### config.mk
export PLATFORM = sky130hd
export DESIGN_NAME = datablock_framing_checker_core
export DESIGN_NICKNAME = d
export VERILOG_FILES = /design/src/design/dbf_pkg.sv /design/src/design/datablock_framing_checker_core.sv /design/src/design/dbf_classify.sv
export SDC_FILE = /design/constraint.sdc
export NUM_CORES = 1
export LEC_CHECK = 0
export BUFFER_PORTS_ARGS = -buffer_cell sky130_fd_sc_hd__buf_2
export CAP_MARGIN = 5
export CORE_MARGIN = 1
export CORE_UTILIZATION = 58
export CTS_CLUSTER_SIZE = 25
export DETAILED_ROUTE_END_ITERATION = 6
export GPL_TIMING_DRIVEN = 0
export PLACE_DENSITY_LB_ADDON = 0.1
export SYNTH_ARGS = -nofsm -noshare
export SYNTH_HDL_FRONTEND = slang
export SYNTH_SLANG_ARGS = --single-unit
### constraint.sdc
create_clock -name i_clk -period 3.8 [get_ports i_clk]
set_clock_uncertainty 0.05 [all_clocks]
set_input_delay 0.38 -clock i_clk [delete_from_list [all_inputs] [get_ports i_clk]]
set_output_delay 0.38 -clock i_clk [all_outputs]
set_load 0.02 [all_outputs]
### src/design/dbf_pkg.sv
// Shared types and constants for the data block framing checker.
// No dependencies.
package dbf_pkg;

    localparam logic [1:0] ROLE_CAT    = 2'd0;
    localparam logic [1:0] ROLE_LEN_HI = 2'd1;
    localparam logic [1:0] ROLE_LEN_LO = 2'd2;
    localparam logic [1:0] ROLE_BODY   = 2'd3;

    localparam logic [1:0] VERDICT_ALIGNED  = 2'd0;
    localparam logic [1:0] VERDICT_HDR_CUT  = 2'd1;
    localparam logic [1:0] VERDICT_LEN_LOW  = 2'd2;
    localparam logic [1:0] VERDICT_OVERRUN  = 2'd3;

    localparam logic [15:0] MIN_BLOCK_LENGTH = 16'd4;

    typedef struct packed {
        logic [15:0] offset;
        logic [15:0] length;
        logic [7:0]  len_hi;
        logic [7:0]  category;
        logic [1:0]  fault;
    } t_frame_state;

    typedef struct packed {
        logic [7:0]  byte_out;
        logic [1:0]  byte_role;
        logic        block_first;
        logic        block_final;
        logic [7:0]  category;
        logic [15:0] block_length;
        logic        faulted;
        logic        verdict_valid;
        logic [1:0]  verdict;
    } t_frame_result;

endpackage

### src/design/datablock_framing_checker_core.sv
// Data block framing checker, top level. Uses dbf_pkg and dbf_classify.
// Each accepted byte's result is registered and is shown from the next cycle.
// Throughput: one byte per cycle while results are taken; the result register
// refills in the cycle it is taken; input ready follows output ready while full.
// Reset (synchronous, active low) clears framing state and the result valid.
module datablock_framing_checker_core import dbf_pkg::*; (
    input  logic        i_clk,
    input  logic        i_rst_n,
    input  logic        i_in_valid,
    output logic        o_in_ready,
    input  logic [7:0]  i_data_byte,
    input  logic        i_datagram_last,
    output logic        o_out_valid,
    input  logic        i_out_ready,
    output logic [7:0]  o_byte_out,
    output logic [1:0]  o_byte_role,
    output logic        o_block_first,
    output logic        o_block_final,
    output logic [7:0]  o_category,
    output logic [15:0] o_block_length,
    output logic        o_faulted,
    output logic        o_verdict_valid,
    output logic [1:0]  o_verdict
);

    t_frame_state  r_state;
    t_frame_state  n_state;
    t_frame_result r_result;
    t_frame_result n_result;
    logic          r_out_valid;
    logic          w_accept;

    assign o_in_ready = !r_out_valid || i_out_ready;
    assign w_accept   = i_in_valid && o_in_ready;

    dbf_classify u_classify (
        .i_state         (r_state),
        .i_data_byte     (i_data_byte),
        .i_datagram_last (i_datagram_last),
        .o_next_state    (n_state),
        .o_result        (n_result)
    );

    always_ff @(posedge i_clk) begin
        if (!i_rst_n) begin
            r_state     <= '0;
            r_out_valid <= 1'b0;
        end else begin
            if (w_accept) begin
                r_state <= n_state;
            end
            if (o_in_ready) begin
                r_out_valid <= i_in_valid;
            end
        end
    end

    always_ff @(posedge i_clk) begin
        if (w_accept) begin
            r_result <= n_result;
        end
    end

    assign o_out_valid     = r_out_valid;
    assign o_byte_out      = r_result.byte_out;
    assign o_byte_role     = r_result.byte_role;
    assign o_block_first   = r_result.block_first;
    assign o_block_final   = r_result.block_final;
    assign o_category      = r_result.category;
    assign o_block_length  = r_result.block_length;
    assign o_faulted       = r_result.faulted;
    assign o_verdict_valid = r_result.verdict_valid;
    assign o_verdict       = r_result.verdict;

`ifndef ASSERT_OFF
    // state is clean after the final byte of a datagram
    a_clear_after_last: assert property (@(posedge i_clk) disable iff (!i_rst_n)
        w_accept && i_datagram_last |=> r_state == '0)
        else $error("framing state not cleared after datagram end");

    a_verdict_matches_fault: assert property (@(posedge i_clk) disable iff (!i_rst_n)
        r_out_valid && r_result.verdict_valid |->
            (r_result.faulted == (r_result.verdict != VERDICT_ALIGNED)))
        else $error("verdict disagrees with fault flag");

    a_first_is_category: assert property (@(posedge i_clk) disable iff (!i_rst_n)
        r_out_valid && r_result.block_first |->
            (r_result.byte_role == ROLE_CAT) && !r_result.faulted
            || (r_result.byte_role == ROLE_CAT) && r_result.verdict_valid)
        else $error("block start on a non-category byte");

    a_final_no_fault: assert property (@(posedge i_clk) disable iff (!i_rst_n)
        r_out_valid && r_result.block_final |->
            !r_result.faulted && r_result.byte_role == ROLE_BODY)
        else $error("block end marked on a faulted or header byte");
`endif

endmodule

### src/design/dbf_classify.sv
// Per-byte framing decode: role, marks, fault detection and next state.
// Depends on dbf_pkg.
module dbf_classify import dbf_pkg::*; (
    input  t_frame_state  i_state,
    input  logic [7:0]    i_data_byte,
    input  logic          i_datagram_last,
    output t_frame_state  o_next_state,
    output t_frame_result o_result
);

    t_frame_state n_st;
    logic [16:0]  w_offset_inc;
    logic [15:0]  w_assembled;

    assign w_offset_inc = {1'b0, i_state.offset} + 17'd1;
    assign w_assembled  = {i_state.len_hi, i_data_byte};

    always_comb begin
        n_st = i_state;
        o_result.byte_out      = i_data_byte;
        o_result.byte_role     = ROLE_BODY;
        o_result.block_first   = 1'b0;
        o_result.block_final   = 1'b0;
        o_result.category      = i_state.category;
        o_result.block_length  = i_state.length;

        if (i_state.fault != VERDICT_ALIGNED) begin
            // checking stopped; pass bytes through with the held fields
        end else begin
            case (i_state.offset)
                16'd0: begin
                    o_result.byte_role    = ROLE_CAT;
                    o_result.block_first  = 1'b1;
                    o_result.category     = i_data_byte;
                    o_result.block_length = '0;
                    n_st.category = i_data_byte;
                    n_st.length   = '0;
                    n_st.offset   = 16'd1;
                    if (i_datagram_last) begin
                        n_st.fault = VERDICT_HDR_CUT;
                    end
                end
                16'd1: begin
                    o_result.byte_role    = ROLE_LEN_HI;
                    o_result.block_length = '0;
                    n_st.len_hi = i_data_byte;
                    n_st.offset = 16'd2;
                    if (i_datagram_last) begin
                        n_st.fault = VERDICT_HDR_CUT;
                    end
                end
                16'd2: begin
                    o_result.byte_role    = ROLE_LEN_LO;
                    o_result.block_length = w_assembled;
                    n_st.length = w_assembled;
                    n_st.offset = 16'd3;
                    if (i_datagram_last) begin
                        n_st.fault = VERDICT_HDR_CUT;
                    end else if (w_assembled < MIN_BLOCK_LENGTH) begin
                        n_st.fault = VERDICT_LEN_LOW;
                    end
                end
                default: begin
                    if (w_offset_inc == {1'b0, i_state.length}) begin
                        o_result.block_final = 1'b1;
                        n_st.offset = '0;
                    end else begin
                        n_st.offset = w_offset_inc[15:0];
                        if (i_datagram_last) begin
                            n_st.fault = VERDICT_OVERRUN;
                        end
                    end
                end
            endcase
        end

        o_result.faulted       = (n_st.fault != VERDICT_ALIGNED);
        o_result.verdict_valid = i_datagram_last;
        o_result.verdict       = i_datagram_last ? n_st.fault : VERDICT_ALIGNED;

        // every datagram starts from a clean state
        o_next_state = i_datagram_last ? '0 : n_st;
    end

endmodule
Yosys cells after proc, flatten, opt, wreduce, memory -nomap -nowiden

Index checks and enable logic that the tools add are counted.

Output and inout bits: 42
Register bits after elaboration: 91
Word-level logic and storage cells: 52

$lt $le $gt $ge: 1
Mux-type cells: 18
Reductions and logical operators: 13
Add/sub/neg operators: 1
Eq/ne operators: 4

Operators with widths:

| cell                                                                           | count |
|---|---|
| 50-bit two-way mux                                                             | 2 |
| 16-bit one-hot mux with 2 select lines                                         | 2 |
| 16-bit one-hot mux with 3 select lines                                         | 1 |
| 24-bit two-way mux                                                             | 1 |
| 16-bit by 1-bit adder with 17-bit output (second input constant)               | 1 |
| 17-bit by 16-bit == test with 1-bit output                                     | 1 |
| 16-bit by 1-bit == test with 1-bit output (second input constant)              | 1 |
| 16-bit by 2-bit == test with 1-bit output (second input constant)              | 1 |
| 16-bit zero test                                                               | 1 |
| 16-bit by 3-bit less-than comparator with 1-bit output (second input constant) | 1 |
| 16-bit two-way mux                                                             | 1 |
| 8-bit two-way mux                                                              | 2 |
| 2-bit two-way mux                                                              | 5 |
| 2-bit one-hot mux with 3 select lines                                          | 1 |
| 3-bit AND reduction                                                            | 2 |
| 2-bit nonzero test                                                             | 3 |
| 2-bit one-hot mux with 2 select lines                                          | 1 |
| 4-bit OR reduction                                                             | 1 |
| 3-bit nonzero test                                                             | 1 |
| 1-bit two-way mux                                                              | 2 |
| 2-bit inequality test (second input constant)                                  | 1 |
| 2-bit AND reduction                                                            | 1 |
| 2-bit OR reduction                                                             | 1 |
| 1-bit logical AND                                                              | 1 |
| 2 further kinds                                                                | 2 |

Depth between registers and ports, before layout

Word-level depth: 6
Depth in mapped cells: 11
Mapped depth without buffers: 9

Modules after synthesis

A second synthesis with hierarchy kept.

Cells, all modules: 584
Area total of the unflattened synthesis: 5325.1 sq um

Modules (own cells, without submodules):

| module                         | times used | area an instance (sq um) | cells an instance | seq. area each (sq um) |
|---|---|---|---|---|
| datablock_framing_checker_core | 1          | 3295.7                   | 262               | 2222.1 |
| dbf_classify                   | 1          | 2029.4                   | 322               | 0.0 |

Worst setup path after synthesis

OpenSTA, ideal clock, no wires.

Path kind: in2reg
Start point: in i_out_ready
End point: reg r_state[24] (netlist bit)
Required time: 3.680 ns
Arrival: 3.044 ns
Path slack: 0.636 ns
Buffers on the path: 1
Stages: 8
Setup time: 0.070 ns
Path through: nand2b_1 > nand2_1 > inv_1 > o21ai_0 > a31oi_1 > clkbuf_1 > nand3_1 > a21oi_1

Cells in the longest elaborated chain, start to end: 3

Ends and longest elaborated chain:

| item                          | line                                 | text |
|---|---|---|
| start: declaration            | datablock_framing_checker_core.sv:14 | `input logic i_out_ready,` |
| 1-bit logical OR              | datablock_framing_checker_core.sv:33 | `assign o_in_ready = !r_out_valid \|\| i_out_ready;` |
| 1-bit logical AND             | datablock_framing_checker_core.sv:34 | `assign w_accept = i_in_valid && o_in_ready;` |
| via w_accept                  | datablock_framing_checker_core.sv:31 | `logic w_accept;` |
| 3-bit AND reduction (no line) | n/a                                  |  |
| end signal: assignment        | datablock_framing_checker_core.sv:50 | `r_state <= n_state;` |
| end: declaration              | datablock_framing_checker_core.sv:26 | `t_frame_state r_state;` |

The timed path passes the listed nets, and every way through them passes these cells.
A chain may end at the register's enable or synchronous reset.

Worst setup path after layout

Start point: reg r_state[34] (netlist bit)
End point: reg r_state[48] (netlist bit)

Cells in the longest elaborated chain, start to end: 6
Elaborated cells between the ends (all ways): 9

Ends and longest elaborated chain:

| item                                       | line               | text |
|---|---|---|
| 16-bit by 1-bit adder with 17-bit output   | dbf_classify.sv:15 | `assign w_offset_inc = {1'b0, i_state.offset} + 17'd1;` |
| 17-bit by 16-bit == test with 1-bit output | dbf_classify.sv:64 | `if (w_offset_inc == {1'b0, i_state.length}) begin` |
| 16-bit two-way mux                         | dbf_classify.sv:64 |  |
| 16-bit one-hot mux with 3 select lines (*) | dbf_classify.sv:30 | `case (i_state.offset)` |
| 50-bit two-way mux (*)                     | dbf_classify.sv:27 | `if (i_state.fault != VERDICT_ALIGNED) begin` |
| 50-bit two-way mux (*)                     | dbf_classify.sv:82 | `o_next_state = i_datagram_last ? '0 : n_st;` |

Every way passes the cells marked *; elsewhere a longest branch is shown, timed or not. The select of a mux whose other input is x is not followed.

==> impl_metrics.json <==
{
  "io_pins": 55,
  "cp_max_fo": 10,
  "avgSynthCellArea_um2": 9.555,
  "grt_usage_pct": 28.60,
  "core_area_um2": 7370,
  "dr.pass1.iters": 5,
  "crit_buf_inv": 1,
  "hold_class": "in -> reg",
  "total_leakage_power_nw": 1.850,
  "power-per-cell-area_nw_per_um2": 394.8,
  "slew-limit-headroom_pct": 38.31,
  "final_util_pct": 69.07,
  "fin_hold_ws_ns": 0.1859,
  "max_clock_freq_mhz": 283.2,
  "worst_path_max_delay_cell": "nor4_1",
  "maxCapViolCount": 0,
  "rows": 31,
  "clock_sinks": 91,
  "setup_violations": 0,
  "clk_pin_slew_ns": 0.09,
  "synth_edf_count": 40,
  "irDropWorstVdd_v": 0.0002578,
  "drc_errors": 0,
  "finalHoldViolCount": 0,
  "die_area_um2": 8116,
  "place_hpwl_um": 7960,
  "clk_latency_ns": 0.37,
  "setup_tns_ns": 0,
  "cts-root-buf": "clkbuf_8",
  "fin_area_um2": 5090,
  "placed_cell_area_um2": 4890,
  "syn_area_um2": 4501,
  "synth_simple_gate_area_share_pct": 21.88,
  "grt_pass1_wl_um": 18410,
  "synthMuxAreaShare_pct": 2.002,
  "cpPeakStageDelay_ns": 0.68,
  "yosysMostFrequentCell": "nand2_1",
  "yosys-top-cells-area": "edfxtp_1 (27%), dfxtp_1 (23%), nand2_1 (4.8%)",
  "yosysWarnings": 0,
  "fin_nets": 552,
  "antenna_found_initial": 0,
  "synth_fa_ha_area_share_pct": 1.112,
  "worst_pin_slew_ns": 0.9254,
  "synth_compound_area_share_pct": 17.35,
  "worst_r2r_path_depth": 9,
  "rsz0062_at_grt": "no",
  "io_buffers": 53,
  "synth_top_family_by_area": "simple AND/OR/NAND/NOR gates",
  "cts_inserted_buffers": 9,
  "whs_path_depth": 1,
  "ant_nets": 0,
  "fin_crit_ns": 3.532,
  "drive_gt1_share_pct": 19.81,
  "worst_slack_ns": 0.2683,
  "cp.arrival_ns": 3.73,
  "synth_ff_type": "dfxtp_1",
  "yosys.area.top_type": "edfxtp_1",
  "crit_cells": 9,
  "dpl_worst_slack_ns": 0.2338,
  "clockBufferDepth": 2,
  "grt_pass1_vias": 3689,
  "place_congestion": 0.9044,
  "wl_per_cell_um": 17.56,
  "end_kind": "flop",
  "start_kind": "flop",
  "cts_setup_buffers": 0,
  "criticalPathCategory": "reg -> reg",
  "route.vias.total": 3984,
  "synth_xor_area_share_pct": 4.087,
  "synth_cell_types": 58,
  "grt_max_degree": 45,
  "syn_nets": 488,
  "yosysTopAreaCellShare_pct": 26.69,
  "fillers": 607,
  "outcome": "completed",
  "cp.required_ns": 4.00,
  "ys_top_cells_by_count": "nand2_1 (58), dfxtp_1 (51), edfxtp_1 (40)",
  "start_util_pct": 61.07,
  "die-width_um": 90.09,
  "cpLargestDelayFamily": "compound AO/OA/AOI/OAI gates",
  "grt_overflow": 0,
  "cts_tree": "done",
  "die_height_um": 90.09,
  "drtIter0Drc": 309,
  "wirelength_um": 11220,
  "yosysSeqAreaShare_pct": 49.37,
  "via_per_inst": 6.235,
  "htreeDepth": 3,
  "area_delta_synth_final_pct": 13.09,
  "num_antenna_cells": 0,
  "cp_cell_sequence": "ha_1, buf_2, nand3_1, nor4_1, xnor2_1, o2111ai_1, a2111oi_1, a2111o_1, o211ai_1",
  "drv_slew": 0,
  "synth_seq_cells": 91,
  "synth_cells": 471,
  "synthArstFlopShare_pct": 0,
  "min_period_over_period_pct": 92.94
}
==> power breakdown <==
group	leakage, nW	switching [W]	internal (W)
Combinational	0.942	0.000177	0.0000769
Clock	0.0992	0.000361	0.000313
Sequential	0.809	0.0000165	0.00106
==> per-layer routing <==
| layer | wire length (um) | part of all wire [%] | track usage (%) | vias up |
|---|---|---|---|---|
| met5 | 0 | 0 | 0 | - |
| met4 | 224 | 2.0 | 9.409 | 0 |
| met3 | 851 | 7.6 | 5.584 | 24 |
| met2 | 5262 | 47 | 45.80 | 209 |
| met1 | 4881 | 44 | 38.99 | 1858 |
| li1 | - | - | - | 1893 |
==> worst reg2reg max path, stage by stage, from the launching register on <==
cell,delay [ns]
dfxtp_1,0.50
ha_1,0.20
buf_2,0.18
nand3_1,0.33
nor4_1,0.68
xnor2_1,0.21
o2111ai_1,0.13
a2111oi_1,0.65
a2111o_1,0.36
o211ai_1,0.12
==> layout by cell type, fill, tap and decap left out, types with 14 or more instances in the layout <==
cell and instances:
buf_2 60, nand2_1 58, dfxtp_1 51, edfxtp_1 40
a21oi_1 36, nand3_1 35, nor2_1 27, nor4_1 16
a22o_1 16, nor3_1 16, clkbuf_1 14
==> area by class of cell <==
type / count / area [um^2] / area share, %
Buffer: 27 / 147.6 / 2.901
Clock buffer: 10 / 127.6 / 2.507
Clock inverter: 6 / 71.32 / 1.401
Inverter: 11 / 41.29 / 0.8112
Multi-Input combinational cell: 342 / 2091 / 41.08
Sequential cell: 91 / 2222 / 43.66
Tap cell: 99 / 123.9 / 2.434
Timing Repair Buffer: 53 / 265.3 / 5.211
==> registers in the layout (all words and copies together) (netlist names) <==
register and cells:
r_state 50, o_block_length 16, o_byte_out 8, o_category 8
o_byte_role 2, o_verdict 2, o_block_final 1, o_block_first 1
o_faulted 1, o_out_valid 1, o_verdict_valid 1
==> logic make-up (layout without fill, tap and decap cells) <==
family	after synthesis	in the layout
simple gates	193	193
compound gates	116	116
flops	91	91
buf+inv	38	107
xor+xnor	21	21
mux	8	8
fa+ha+maj	4	4
==> through the flow <==
step,power (W),std cells
floorplan,0.001270,471
global placement,0.001349,623
detailed placement,0.001354,623
CTS,0.002011,639
global route,0.002081,639
finish,0.002009,639
==> worst paths after layout <==
path                    from               to  slack, ns
max              r_state[34]      r_state[48]       0.27
min          i_datagram_last  o_verdict_valid       0.19
max reg2reg      r_state[34]      r_state[48]       0.27
min reg2reg      r_state[31]      r_state[31]       0.44
==> what timing repair did <==
action,CTS,global route
hold buffers,0,0
endpoints found under the setup margin,0,3
gates resized for setup,0,1
(Power assumes the default switching activity.)
